--- src/sv/scme_pkg.sv ---
package scme_pkg;

  // Field widths
  localparam int VERTEX_W = 10;
  localparam int WEIGHT_W = 16;
  localparam int CUT_W    = 40;
  localparam int ACC_W    = 42;
  localparam int SIZE_W   = 10;
  localparam int COUNT_W  = 11;

  localparam logic [COUNT_W-1:0] COUNT_MAX        = 11'd2047;
  localparam logic [COUNT_W-1:0] VERTEX_COUNT_RST = 11'd2;

  // Running cut limits, one bit wider than the accumulator
  localparam logic signed [ACC_W:0] CUT_MAX_X = 43'sh0FF_FFFF_FFFF;
  localparam logic signed [ACC_W:0] CUT_MIN_X = 43'sh600_0000_0000;

  // Membership bitmap rows
  localparam int ROW_W     = 32;
  localparam int ROW_BIT_W = 5;

  // Queues
  localparam int MID_DEPTH = 4;
  localparam int MID_CW    = $clog2(MID_DEPTH + 1);
  localparam int OUT_DEPTH = 2;
  localparam int OUT_CW    = $clog2(OUT_DEPTH + 1);

  // Configuration port
  localparam int PADDR_W   = 3;
  localparam int PDATA_W   = 32;
  localparam int REG_IDX_W = PADDR_W - 2;
  localparam logic [REG_IDX_W-1:0] REG_VERTEX_COUNT = '0;

  // Classified edge beat between front and back
  typedef struct packed {
    logic [WEIGHT_W-1:0] weight;
    logic                has_edge;
    logic                in_set;
    logic                close;
    logic                sdone;
  } mid_t;

  // Result beat
  typedef struct packed {
    logic [CUT_W-1:0]  best_cut;
    logic [SIZE_W-1:0] best_size;
    logic              best_side;
    logic              cut_saturated;
  } res_t;

endpackage

--- src/sv/scme_fifo.sv ---
module scme_fifo #(
  parameter type T     = logic,
  parameter int  Depth = 2
) (
  input  logic                         clk_i,
  input  logic                         rst_ni,
  input  logic                         push_i,
  input  T                             data_i,
  input  logic                         pop_i,
  output T                             data_o,
  output logic                         empty_o,
  output logic [$clog2(Depth+1)-1:0]   count_o
);

  localparam int PW = $clog2(Depth);
  localparam int CW = $clog2(Depth + 1);

  T              mem_q [Depth];
  logic [PW-1:0] wr_q, wr_d;
  logic [PW-1:0] rd_q, rd_d;
  logic [CW-1:0] cnt_q, cnt_d;
  logic          do_pop;

  assign do_pop  = pop_i && (cnt_q != '0);
  assign empty_o = (cnt_q == '0);
  assign count_o = cnt_q;
  assign data_o  = mem_q[rd_q];

  // pointer and fill count update
  always_comb begin
    wr_d  = wr_q;
    rd_d  = rd_q;
    cnt_d = cnt_q;
    if (push_i) begin
      wr_d = (wr_q == PW'(Depth - 1)) ? '0 : wr_q + PW'(1);
    end
    if (do_pop) begin
      rd_d = (rd_q == PW'(Depth - 1)) ? '0 : rd_q + PW'(1);
    end
    if (push_i && !do_pop) begin
      cnt_d = cnt_q + CW'(1);
    end else if (!push_i && do_pop) begin
      cnt_d = cnt_q - CW'(1);
    end
  end

  always_ff @(posedge clk_i or negedge rst_ni) begin
    if (!rst_ni) begin
      wr_q  <= '0;
      rd_q  <= '0;
      cnt_q <= '0;
    end else begin
      wr_q  <= wr_d;
      rd_q  <= rd_d;
      cnt_q <= cnt_d;
    end
  end

  // storage, no reset
  always_ff @(posedge clk_i) begin
    if (push_i) begin
      mem_q[wr_q] <= data_i;
    end
  end

endmodule

--- src/sv/scme_front.sv ---
module scme_front import scme_pkg::*; #(
  parameter int MAX_VERTICES = 1024
) (
  input  logic                clk_i,
  input  logic                rst_ni,
  input  logic                push_i,
  output logic                full_o,
  input  logic [VERTEX_W-1:0] vertex_i,
  input  logic [VERTEX_W-1:0] neighbor_i,
  input  logic [WEIGHT_W-1:0] weight_i,
  input  logic                has_edge_i,
  input  logic                vertex_done_i,
  input  logic                sweep_done_i,
  input  logic [MID_CW-1:0]   mid_cnt_i,
  output logic                mid_push_o,
  output mid_t                mid_o
);

  // only indices below both the field range and MAX_VERTICES are stored
  localparam int unsigned NV = (MAX_VERTICES < (1 << VERTEX_W)) ? MAX_VERTICES
                                                                 : (1 << VERTEX_W);
  localparam int ROWS_USED = (NV + ROW_W - 1) / ROW_W;
  localparam int ROW_AW    = (ROWS_USED > 1) ? $clog2(ROWS_USED) : 1;
  localparam int ROWS      = 1 << ROW_AW;

  logic [ROW_W-1:0]     mem_q [ROWS];
  logic [ROWS-1:0]      row_vld_q;

  logic                 accept;
  logic                 wr_en;
  logic                 v_in, u_in;
  logic [ROW_AW-1:0]    v_row, u_row;
  logic [ROW_BIT_W-1:0] v_bit, u_bit;

  logic                 f1_vld_q;
  logic [ROW_W-1:0]     rd_row_q;
  logic                 rd_vld_q;
  logic [ROW_BIT_W-1:0] u_bit_q;
  logic                 u_in_q;
  logic                 self_q;
  logic [WEIGHT_W-1:0]  weight_q;
  logic                 has_edge_q;
  logic                 close_q;
  logic                 sdone_q;

  // room check counts the beat already in the lookup stage
  assign full_o = ({1'b0, mid_cnt_i} + (MID_CW+1)'(f1_vld_q)) >= (MID_CW+1)'(MID_DEPTH);
  assign accept = push_i && !full_o;

  assign v_in  = (32'(vertex_i) < NV);
  assign u_in  = (32'(neighbor_i) < NV);
  assign v_row = vertex_i[ROW_BIT_W +: ROW_AW];
  assign u_row = neighbor_i[ROW_BIT_W +: ROW_AW];
  assign v_bit = vertex_i[ROW_BIT_W-1:0];
  assign u_bit = neighbor_i[ROW_BIT_W-1:0];

  // the sweep-end beat is not marked, the map is dropped after it
  assign wr_en = accept && !sweep_done_i && v_in;

  // row valid bits: a row not yet written this sweep reads as empty
  always_ff @(posedge clk_i or negedge rst_ni) begin
    if (!rst_ni) begin
      row_vld_q <= '0;
    end else if (accept && sweep_done_i) begin
      row_vld_q <= '0;
    end else if (wr_en) begin
      row_vld_q[v_row] <= 1'b1;
    end
  end

  // bitmap: bit-enable write of the vertex, registered read of the neighbour row
  always_ff @(posedge clk_i) begin
    if (wr_en) begin
      for (int b = 0; b < ROW_W; b++) begin
        if (!row_vld_q[v_row] || (ROW_BIT_W'(b) == v_bit)) begin
          mem_q[v_row][b] <= (ROW_BIT_W'(b) == v_bit);
        end
      end
    end
    rd_row_q <= mem_q[u_row];
  end

  // lookup stage
  always_ff @(posedge clk_i or negedge rst_ni) begin
    if (!rst_ni) begin
      f1_vld_q <= 1'b0;
    end else begin
      f1_vld_q <= accept;
    end
  end

  always_ff @(posedge clk_i) begin
    if (accept) begin
      rd_vld_q   <= row_vld_q[u_row];
      u_bit_q    <= u_bit;
      u_in_q     <= u_in;
      self_q     <= (neighbor_i == vertex_i);
      weight_q   <= weight_i;
      has_edge_q <= has_edge_i;
      close_q    <= vertex_done_i || sweep_done_i;
      sdone_q    <= sweep_done_i;
    end
  end

  // classify: a self-loop counts as inside
  assign mid_push_o      = f1_vld_q;
  assign mid_o.weight    = weight_q;
  assign mid_o.has_edge  = has_edge_q;
  assign mid_o.in_set    = u_in_q && (self_q || (rd_vld_q && rd_row_q[u_bit_q]));
  assign mid_o.close     = close_q;
  assign mid_o.sdone     = sdone_q;

endmodule

--- src/sv/scme_back.sv ---
module scme_back import scme_pkg::*; (
  input  logic               clk_i,
  input  logic               rst_ni,
  input  logic [COUNT_W-1:0] vertex_count_i,
  input  logic               mid_empty_i,
  input  mid_t               mid_i,
  output logic               mid_pop_o,
  input  logic [OUT_CW-1:0]  out_cnt_i,
  output logic               res_push_o,
  output res_t               res_o
);

  localparam int PW = CUT_W + SIZE_W;

  typedef struct packed {
    logic              live;
    logic              score;
    logic [CUT_W-1:0]  cut;
    logic [SIZE_W-1:0] den;
    logic              side;
    logic              sdone;
    logic              sat;
  } score_t;

  logic signed [ACC_W-1:0] rc_q, rc_d;
  logic [COUNT_W-1:0]      cnt_q, cnt_d, cnt_inc;
  logic                    sat_q, sat_d, sat_now, sat_hit;
  score_t                  s_q, s_d;

  logic signed [ACC_W:0]   acc_x, w_x, sum_x;
  logic [ACC_W-1:0]        cut_e, cut_c;
  logic [COUNT_W-1:0]      half, den_full;
  logic                    room;

  logic                    best_vld_q;
  logic [CUT_W-1:0]        best_cut_q;
  logic [SIZE_W-1:0]       best_size_q;
  logic                    best_side_q;
  logic [PW-1:0]           p_new, p_old;
  logic                    win;
  logic [CUT_W-1:0]        nb_cut;
  logic [SIZE_W-1:0]       nb_size;
  logic                    nb_side;

  // a sweep-end beat waits until its result has a slot
  assign room = ({1'b0, out_cnt_i} + (OUT_CW+1)'(s_q.live & s_q.sdone))
                < (OUT_CW+1)'(OUT_DEPTH);
  assign mid_pop_o = !mid_empty_i && (!mid_i.sdone || room);

  // accumulate with saturation at both ends
  assign acc_x = $signed({rc_q[ACC_W-1], rc_q});
  assign w_x   = $signed({{(ACC_W + 1 - WEIGHT_W){1'b0}}, mid_i.weight});

  always_comb begin
    sum_x   = acc_x;
    sat_hit = 1'b0;
    if (mid_i.has_edge) begin
      if (mid_i.in_set) begin
        sum_x = acc_x - w_x;
        if (sum_x < CUT_MIN_X) begin
          sum_x = CUT_MIN_X;
        end
      end else begin
        sum_x = acc_x + w_x;
        if (sum_x > CUT_MAX_X) begin
          sum_x   = CUT_MAX_X;
          sat_hit = 1'b1;
        end
      end
    end
  end

  assign cut_e   = sum_x[ACC_W-1:0];
  assign cut_c   = cut_e[ACC_W-1] ? '0 : cut_e;
  assign sat_now = sat_q | sat_hit;
  assign cnt_inc = (cnt_q == COUNT_MAX) ? cnt_q : cnt_q + COUNT_W'(1);
  assign half    = vertex_count_i >> 1;

  // vertex close: clamp, count, pick the smaller side
  always_comb begin
    s_d      = '0;
    s_d.live = mid_pop_o;
    den_full = (cnt_inc > half) ? vertex_count_i - cnt_inc : cnt_inc;
    s_d.side = (cnt_inc > half);
    s_d.den  = den_full[SIZE_W-1:0];
    s_d.cut  = cut_c[CUT_W-1:0];
    s_d.score = mid_i.close && (cnt_inc < vertex_count_i) && (den_full != '0);
    s_d.sdone = mid_i.sdone;
    s_d.sat   = sat_now;

    rc_d  = mid_i.close ? $signed(cut_c) : $signed(cut_e);
    cnt_d = mid_i.close ? cnt_inc : cnt_q;
    sat_d = sat_now;
    if (mid_i.sdone) begin
      rc_d  = '0;
      cnt_d = '0;
      sat_d = 1'b0;
    end
  end

  always_ff @(posedge clk_i or negedge rst_ni) begin
    if (!rst_ni) begin
      rc_q  <= '0;
      cnt_q <= '0;
      sat_q <= 1'b0;
      s_q   <= '0;
    end else begin
      if (mid_pop_o) begin
        rc_q  <= rc_d;
        cnt_q <= cnt_d;
        sat_q <= sat_d;
        s_q   <= s_d;
      end else begin
        s_q.live <= 1'b0;
      end
    end
  end

  // score by cross-multiplication, strictly smaller wins
  assign p_new = PW'(s_q.cut) * PW'(best_size_q);
  assign p_old = PW'(best_cut_q) * PW'(s_q.den);
  assign win   = s_q.live && s_q.score && (!best_vld_q || (p_new < p_old));

  assign nb_cut  = win ? s_q.cut  : best_cut_q;
  assign nb_size = win ? s_q.den  : best_size_q;
  assign nb_side = win ? s_q.side : best_side_q;

  // report on sweep end, then drop the best prefix
  assign res_push_o          = s_q.live && s_q.sdone;
  assign res_o.best_cut      = nb_cut;
  assign res_o.best_size     = nb_size;
  assign res_o.best_side     = nb_side;
  assign res_o.cut_saturated = s_q.sat;

  always_ff @(posedge clk_i or negedge rst_ni) begin
    if (!rst_ni) begin
      best_vld_q  <= 1'b0;
      best_cut_q  <= '0;
      best_size_q <= '0;
      best_side_q <= 1'b0;
    end else if (res_push_o) begin
      best_vld_q  <= 1'b0;
      best_cut_q  <= '0;
      best_size_q <= '0;
      best_side_q <= 1'b0;
    end else if (win) begin
      best_vld_q  <= 1'b1;
      best_cut_q  <= nb_cut;
      best_size_q <= nb_size;
      best_side_q <= nb_side;
    end
  end

endmodule

--- src/sv/sweep_cut_min_expansion.sv ---
// Minimum-expansion sweep cut over a streamed vertex ordering.
// Input queue: push/full. One beat per edge of the current vertex (or one
// edgeless beat), vertex_done_i on the last beat of a vertex, sweep_done_i on
// the last beat of the sweep. A beat is taken when push is high and full low.
// Result queue: empty/pop. One beat per sweep, on the sweep-end beat, with the
// best cut, its smaller-side size, which side that is, and the saturation flag.
// Throughput: one input beat per cycle while full is low. The front marks the
// bitmap with one row write and looks the neighbour up with one registered row
// read per cycle; the back adds one weight to the running cut per cycle unless
// a sweep-end beat waits for a result slot. A result passes the lookup stage,
// the front-to-back queue, the back's score register and the result queue.
// Reset: all sweep state clears at once (the bitmap through per-row valid
// bits, no clearing pass); vertex_count returns to 2. After each report the
// sweep state clears the same way, vertex_count is kept.
// Receiver stall: two result beats are held; a further sweep-end beat waits in
// the back, then the 4-beat queue between front and back fills and full rises.
// Configuration: APB register 0 (vertex_count) at address 0, written only idle by the user; not enforced.
module sweep_cut_min_expansion import scme_pkg::*; #(
  parameter int MAX_VERTICES = 1024
) (
  input  logic                clk_i,
  input  logic                rst_ni,
  // configuration
  input  logic                psel,
  input  logic                penable,
  input  logic                pwrite,
  input  logic [PADDR_W-1:0]  paddr,
  input  logic [PDATA_W-1:0]  pwdata,
  output logic [PDATA_W-1:0]  prdata,
  output logic                pready,
  // input beats
  input  logic                push,
  output logic                full,
  input  logic [VERTEX_W-1:0] vertex_i,
  input  logic [VERTEX_W-1:0] neighbor_i,
  input  logic [WEIGHT_W-1:0] weight_i,
  input  logic                has_edge_i,
  input  logic                vertex_done_i,
  input  logic                sweep_done_i,
  // result beats
  output logic                empty,
  input  logic                pop,
  output logic [CUT_W-1:0]    best_cut_o,
  output logic [SIZE_W-1:0]   best_size_o,
  output logic                best_side_o,
  output logic                cut_saturated_o
);

  logic [COUNT_W-1:0] vertex_count_q;

  logic               mid_push, mid_pop, mid_empty;
  mid_t               mid_in, mid_out;
  logic [MID_CW-1:0]  mid_cnt;

  logic               res_push;
  res_t               res_in, res_out;
  logic [OUT_CW-1:0]  out_cnt;

  // configuration register
  assign pready = 1'b1;
  assign prdata = (paddr[PADDR_W-1:2] == REG_VERTEX_COUNT) ? PDATA_W'(vertex_count_q) : '0;

  always_ff @(posedge clk_i or negedge rst_ni) begin
    if (!rst_ni) begin
      vertex_count_q <= VERTEX_COUNT_RST;
    end else if (psel && penable && pwrite && pready &&
                 (paddr[PADDR_W-1:2] == REG_VERTEX_COUNT)) begin
      vertex_count_q <= pwdata[COUNT_W-1:0];
    end
  end

  scme_front #(
    .MAX_VERTICES (MAX_VERTICES)
  ) u_front (
    .clk_i         (clk_i),
    .rst_ni        (rst_ni),
    .push_i        (push),
    .full_o        (full),
    .vertex_i      (vertex_i),
    .neighbor_i    (neighbor_i),
    .weight_i      (weight_i),
    .has_edge_i    (has_edge_i),
    .vertex_done_i (vertex_done_i),
    .sweep_done_i  (sweep_done_i),
    .mid_cnt_i     (mid_cnt),
    .mid_push_o    (mid_push),
    .mid_o         (mid_in)
  );

  scme_fifo #(
    .T     (mid_t),
    .Depth (MID_DEPTH)
  ) u_mid_q (
    .clk_i   (clk_i),
    .rst_ni  (rst_ni),
    .push_i  (mid_push),
    .data_i  (mid_in),
    .pop_i   (mid_pop),
    .data_o  (mid_out),
    .empty_o (mid_empty),
    .count_o (mid_cnt)
  );

  scme_back u_back (
    .clk_i          (clk_i),
    .rst_ni         (rst_ni),
    .vertex_count_i (vertex_count_q),
    .mid_empty_i    (mid_empty),
    .mid_i          (mid_out),
    .mid_pop_o      (mid_pop),
    .out_cnt_i      (out_cnt),
    .res_push_o     (res_push),
    .res_o          (res_in)
  );

  scme_fifo #(
    .T     (res_t),
    .Depth (OUT_DEPTH)
  ) u_out_q (
    .clk_i   (clk_i),
    .rst_ni  (rst_ni),
    .push_i  (res_push),
    .data_i  (res_in),
    .pop_i   (pop),
    .data_o  (res_out),
    .empty_o (empty),
    .count_o (out_cnt)
  );

  assign best_cut_o      = res_out.best_cut;
  assign best_size_o     = res_out.best_size;
  assign best_side_o     = res_out.best_side;
  assign cut_saturated_o = res_out.cut_saturated;

endmodule

--- config.mk ---
export PLATFORM = sky130hd
export DESIGN_NAME = sweep_cut_min_expansion
export DESIGN_NICKNAME = d
export VERILOG_FILES = /design/src/sv/scme_pkg.sv /design/src/sv/scme_fifo.sv /design/src/sv/scme_front.sv /design/src/sv/scme_back.sv /design/src/sv/sweep_cut_min_expansion.sv
export SDC_FILE = /design/constraint.sdc
export NUM_CORES = 2
export LEC_CHECK = 0
export ABC_CLOCK_PERIOD_IN_PS = 12400
export BUFFER_PORTS_ARGS = -buffer_cell sky130_fd_sc_hd__buf_2
export CAP_MARGIN = 20
export CELL_PAD_IN_SITES_DETAIL_PLACEMENT = 2
export CELL_PAD_IN_SITES_GLOBAL_PLACEMENT = 2
export CORE_ASPECT_RATIO = 0.8
export CORE_UTILIZATION = 49
export CTS_BUF_LIST = sky130_fd_sc_hd__clkbuf_2 sky130_fd_sc_hd__clkbuf_4 sky130_fd_sc_hd__clkbuf_8
export DETAILED_ROUTE_END_ITERATION = 12
export HOLD_SLACK_MARGIN = 0.1
export PLACE_DENSITY_LB_ADDON = 0.1
export RECOVER_POWER = 50
export SKIP_CTS_REPAIR_TIMING = 1
export SLEW_MARGIN = 0
export SYNTH_ARGS = -nofsm -noshare
export SYNTH_HDL_FRONTEND = slang
export SYNTH_SLANG_ARGS = --single-unit
export TNS_END_PERCENT = 100
--- constraint.sdc ---
create_clock -name clk_i -period 12.4 [get_ports clk_i]
set_clock_uncertainty 0.15 [all_clocks]
set_input_delay 0.62 -clock clk_i [delete_from_list [all_inputs] [get_ports clk_i]]
set_output_delay 0.62 -clock clk_i [all_outputs]
set_load 0.005 [all_outputs]
# Word level (Yosys, flattened, before mapping)
# Memories as Yosys holds them, arrays and structs flattened. A register that Yosys moved wholly into a read port is not among the register bits.
# Cells that the tools add are included.
dict set report word_totals {
  elab_cells 323
  ff_bits 242
  n_memories 3
  ram_bits 1208
  output_inout_bits 87
}
dict set report op_classes {
  n_addsub 14
  n_mux 146
  mul 2
  n_bitwise 4
  n_reduce_logical 78
  n_lt_le_gt_ge 11
  eq_ne 35
}
# name depth width rd rd_clocked_by_memory_dff wr line
set mem_list {}
lappend mem_list {u_front.mem_q 32 32 1 1 1 scme_front.sv:26} ;# logic [ROW_W-1:0] mem_q [ROWS];
lappend mem_list {u_out_q.mem_q 2 52 1 0 1 scme_fifo.sv:18} ;# T mem_q [Depth];
lappend mem_list {u_mid_q.mem_q 4 20 1 0 1 scme_fifo.sv:18}
# op count
set ops {}
lappend ops {{42-bit 2-to-1 mux} 6}
lappend ops {{40-bit 2-to-1 mux} 3}
lappend ops {{1-bit 2-to-1 mux} 116}
lappend ops {{40-bit by 10-bit multiplier with 50-bit output} 2}
lappend ops {{5-bit equality test (first input constant)} 16}
lappend ops {{32-bit 2-to-1 mux} 2}
lappend ops {{11-bit 2-to-1 mux} 5}
lappend ops {{50-bit less-than comparator} 1}
lappend ops {{42-bit by 17-bit adder with 43-bit output} 1}
lappend ops {{43-bit by 41-bit greater-than comparator with 1-bit output (second input constant)} 1}
lappend ops {{43-bit by 42-bit less-than comparator with 1-bit output (second input constant)} 1}
lappend ops {{42-bit by 17-bit subtractor with 43-bit output} 1}
lappend ops {{41-bit 2-to-1 mux} 1}
lappend ops {{4-bit by 5-bit equality test with 1-bit output (first input constant)} 8}
lappend ops {{1-bit logical OR} 36}
lappend ops {{32-bit OR} 1}
lappend ops {{10-bit 2-to-1 mux} 3}
lappend ops {{3-bit by 5-bit equality test with 1-bit output (first input constant)} 4}
lappend ops {{1-bit logical AND} 20}
lappend ops {{5-bit by 6-bit less-than comparator with 1-bit output (second input constant)} 3}
lappend ops {{1-bit binary-select mux with 5-bit select} 3}
lappend ops {{2-bit nonzero test} 6}
lappend ops {{11-bit by 1-bit adder with 11-bit output (second input constant)} 1}
lappend ops {{11-bit equality test (second input constant)} 1}
lappend ops {{30 further kinds} 48}

# Logic depth before layout (Yosys ltp)
dict set report logic_depth {
  ltp_word 9
  ltp_mapped 37
  ltp_nobuf 33
}

# Cells and area by module
# From an unflattened synthesis, not the netlist that was laid out.
dict set report hier_totals {
  cells_unflattened 7966
  area_unflattened_um2 94460.6
}
# module area_each_um2 seq_area_each_um2 cells_per_inst instances
set modules_own_cells {}
lappend modules_own_cells {scme_front 49167.2 32996.6 3155 1}
lappend modules_own_cells {scme_back 37076.8 4028.9 4434 1}
lappend modules_own_cells {{scme_fifo (u_out_q)} 4185.3 3223.1 177 1}
lappend modules_own_cells {{scme_fifo (u_mid_q)} 3311.9 2577.5 140 1}
lappend modules_own_cells {sweep_cut_min_expansion 719.4 276.5 60 1}

# Worst setup path after synthesis
# OpenSTA, ideal clock, no wires.
dict set report synth_path {
  path_kind {flip-flop to flip-flop}
  startpoint {register u_back.best_size_q[1]}
  endpoint {memory u_out_q.mem_q[0][12] in the netlist's numbering, data pin}
  path_stages_with_launch 34
  setup_time_ns 0.137
  setup_slack_ns 4.207
  n_path_buf 2
  synth_period_minus_slack_ns 8.193
  arrival_time_ns 7.906
  cell_sequence {dfrtp_1 clkbuf_1 nand2_1 fa_1 inv_1 fa_1 fa_1 fa_1 inv_1 fa_1 inv_1 ha_1 a211oi_1 o21ai_0 a221o_1 a221o_1 o31ai_1 o21a_1 o211ai_1 a21oi_1 o21ai_0 xnor2_1 ha_1 a21o_1 a21o_1 a21o_1 a21o_1 a211oi_1 o21a_1 a22oi_1 a21oi_1 clkbuf_1 nand3_1 nand2_1}
}
# item line
set synth_lines {}
lappend synth_lines {{start: declaration} scme_back.sv:37} ;# logic [SIZE_W-1:0] best_size_q;
lappend synth_lines {{start signal: assignment} scme_back.sv:149} ;# best_size_q <= nb_size;
lappend synth_lines {{end: declaration} scme_fifo.sv:18}

==> results.py <==
metrics = {
    "timing": {
        "slew_violations": 1109,
        "finalHoldViolCount": 0,
        "setup_slack_ns": 1.787,
        "max_freq_ghz": 0.09423,
        "finalCriticalPeriod_ns": 10.61,
        "max_slew_margin_pct": -309.1,
        "rsz0062_at_grt": "false",
        "post-route-period-util_pct": 85.59,
        "setup_viol": 0,
        "tightest_slew_ns": 6.137,
        "tns_ns": 0,
    },
    "global_routing": {
        "grt_pass1_vias": 75650,
        "grt_pass1_wl_um": 528700,
        "grt_usage_pct": 38.17,
        "antenna_found_initial": 14,
        "grt_start_max_net_pins": 100,
        "grt-ovfl-total": 0,
    },
    "status": {
        "run_status": "complete, but fails checks",
        "violations": "capacitance limit, slew limit",
    },
    "min_path": {
        "hp-class": "in -> reg",
    },
    "final_layout": {
        "final_common_cell": "nor2_1",
        "drive_gt1_share_pct": 15.15,
        "final_core_util_pct": 54.06,
        "final_cells": 10660,
        "final_cell_mix": "nor2_1 (1,254), edfxtp_1 (1,234), inv_1 (702)",
        "nNetsFinal": 8901,
        "final.fill_count": 17840,
        "area_growth_pct": 9.385,
    },
    "critical_path": {
        "cpMaxStageDelayCell": "dfrtp_2",
        "crit_path_end_kind": "flop",
        "arrival_ns": 11.10,
        "startpoint_type": "flop",
        "cp.required_ns": 12.88,
        "crit_buf_inv": 4,
        "r2r_slack_ns": 1.79,
        "crit_family": "compound AO/OA/AOI/OAI gates",
        "critical_path.max_fanout": 51,
        "cpPeakStageDelay_ns": 1.06,
        "critPathKind": "reg -> reg",
    },
    "place": {
        "dp_slack_ns": 1.897,
        "portBuffers": 122,
        "post-dp-hpwl_um": 217600,
        "routabilityCongestion": 0.8912,
        "placed_cells": 10170,
    },
    "synth": {
        "synth_area_leaders": "edfxtp_1 (40%), fa_1 (13%), mux4_2 (8.9%), dfrtp_1 (5.8%), nor2_1 (5.1%)",
        "ys_warn_count": 0,
        "synth_seq_cells": 1482,
        "synth_ff_type": "edfxtp_1",
        "syn_area_sq_mm": 0.09263,
        "post_synth_num_cell_types": 94,
        "synth_top_area_share_pct": 40.00,
        "synth_area_per_cell_sq_um": 11.62,
        "async_reset_ff_share_pct": 14.57,
        "ys_seq_area_share_pct": 46.53,
        "postSynthCellCount": 7973,
        "synth-edff-count": 1234,
        "synth_area_leader_cell": "edfxtp_1",
    },
    "detailed_routing": {
        "antenna_left": 0,
        "wirelength_um": 387100,
        "drc": 0,
        "via_per_inst": 6.562,
        "dr_total_vias": 69960,
        "drt-pass1-iter-count": 5,
        "routedWlPerCell_um": 36.30,
        "drt_iter0_drc": 7537,
    },
    "clock_network": {
        "clkTransAtPathRegs_ns": 0.08,
        "cts_buffer_depth": 3,
        "clock_latency_ns": 1.07,
        "numCtsBuffers": 229,
        "clock_sinks": 1482,
        "htreeDepth": 4,
        "cts_root_buf": "clkbuf_8",
        "cts_tree": "yes",
    },
    "flow_run": {
        "drv_cap": 29,
    },
    "floorplan": {
        "die_height_um": 390.9,
        "pin_count": 168,
        "start_util_pct": 49.42,
        "die_w_um": 488.1,
        "dieArea_sq_mm": 0.1908,
        "row_count": 142,
        "core-area_sq_mm": 0.1874,
    },
    "power_and_ir_drop": {
        "ir_drop_v": 0.0001522,
        "power.leakage_nw": 38.20,
        "power.density_mw_per_mm2": 179.9,
    },
}
==> worst min-delay path, stage by stage <==
cell     delay, ns
buf_2         0.21
xnor2_1       0.11
nand4_1       0.12
nor4_1        0.07
==> path summary, 6_finish.rpt <==
path / start / end / cells after the start
worst max-delay path: u_back.best_size_q[2] / u_out_q.mem_q[1][4] / 32
worst min-delay path: vertex_i[7] / u_front.self_q / 4
worst max register to register: u_back.best_size_q[2] / u_out_q.mem_q[1][4] / 32
worst min register to register: u_back.res_o[0] / u_out_q.mem_q[0][0] / 0
max in group asynchronous: rst_ni / u_front.row_vld_q[6] / 3
min in group asynchronous: rst_ni / u_back.rc_q[2] / 2
==> power breakdown <==
| part | switching [W] | total (W) | internal (W) |
|---|---|---|---|
| combinational | 0.00436 | 0.00655 | 0.00220 |
| sequential | 0.000951 | 0.00682 | 0.00587 |
| clock | 0.00257 | 0.00485 | 0.00228 |
| total | 0.00788 | 0.0182 | 0.0104 |
==> through the flow <==
| stage | hold WS [ns] | area (sq um) | total power, W |
|---|---|---|---|
| floorplan | 0.1744 | 92700 | 0.01045 |
| global placement | 0.3029 | 95450 | 0.01257 |
| detailed placement | 0.3126 | 95980 | 0.01308 |
| CTS | -0.5122 | 101000 | 0.01782 |
| global route | 0.1578 | 101300 | 0.01883 |
| finish | 0.1483 | 101300 | 0.01823 |
==> synth_stat cells (8+ instances only) <==
cell type and instances:
a211oi_1 39, a22o_1 20, dfrtp_1 215, edfxtp_1 1234
buf_4 24, dfxtp_1 32, a31oi_1 53, nor2b_1 25
mux2_2 102, and2_1 436, nand4_1 43, o211ai_1 16
a2111oi_0 8, mux4_2 368, nand2_1 665, or2_2 13
or3_1 14, buf_1 34, nor3_1 49, o21ai_1 39
o21bai_1 21, nor4_1 18, and4_1 9, o21ai_0 217
ha_1 280, o21a_1 34, xnor2_1 93, a21oi_1 256
and3_1 30, a21o_1 87, nand3_1 106, nand2b_1 25
nor2_1 1255, or4_1 10, buf_2 10, fa_1 608
clkbuf_1 559, xor2_1 53, o31ai_1 16, inv_1 702
a221oi_1 10
==> logic make-up (layout without fill, tap and decap cells) <==
family / count (synthesis) / in the layout / share of synthesized area [%]
AND/OR/NAND/NOR: 2728 / 2728 / 13.15
XOR/XNOR: 146 / 146 / 1.380
flip-flops: 1482 / 1482 / 46.53
buffers and inverters: 1333 / 1479 / 5.530
other: 2 / 25 / 0.008108
multiplexers: 475 / 475 / 10.24
AO/OA/AOI/OAI: 919 / 919 / 6.237
adder cells (fa/ha/maj): 888 / 888 / 16.92
==> flip-flops by register name, summed over array words and instances, names as in the netlist, 5 cells and up <==
signal	cells
u_back.best_cut_q	40
u_front.row_vld_q	32
u_front.weight_q	16
u_front.u_bit_q	5
u_mid_q.mem_q	80
u_out_q.mem_q	104
u_front.mem_q	1024
vertex_count_q	11
u_back.s_q	54
u_back.rc_q	42
u_back.best_size_q	10
u_front.rd_row_q	32
u_back.cnt_q	11
==> area by class of cell <==
type	count	area [sq um]	area share (%)
diodes	3	7.507	0.007409
flip-flops and latches	1482	43120	42.55
repair buffers	338	2608	2.573
inverters	703	2639	2.604
well taps	2520	3153	3.112
clock buffers	333	4126	4.073
clock inverters	105	867.1	0.8558
multi-input cells	5178	44810	44.22
==> per-layer routing <==
layer  wire length, um  track usage (%)  vias to the layer above  share of wire, %
met4             30950            21.66                       12               8.0
met5                92                0                        -             0.024
li1                  -                -                    27180                 -
met3             31200            5.876                     1552               8.1
met1            138300            46.58                    36690                36
met2            186500            64.73                     4529                48
Power figures use the tool's default switching activity.
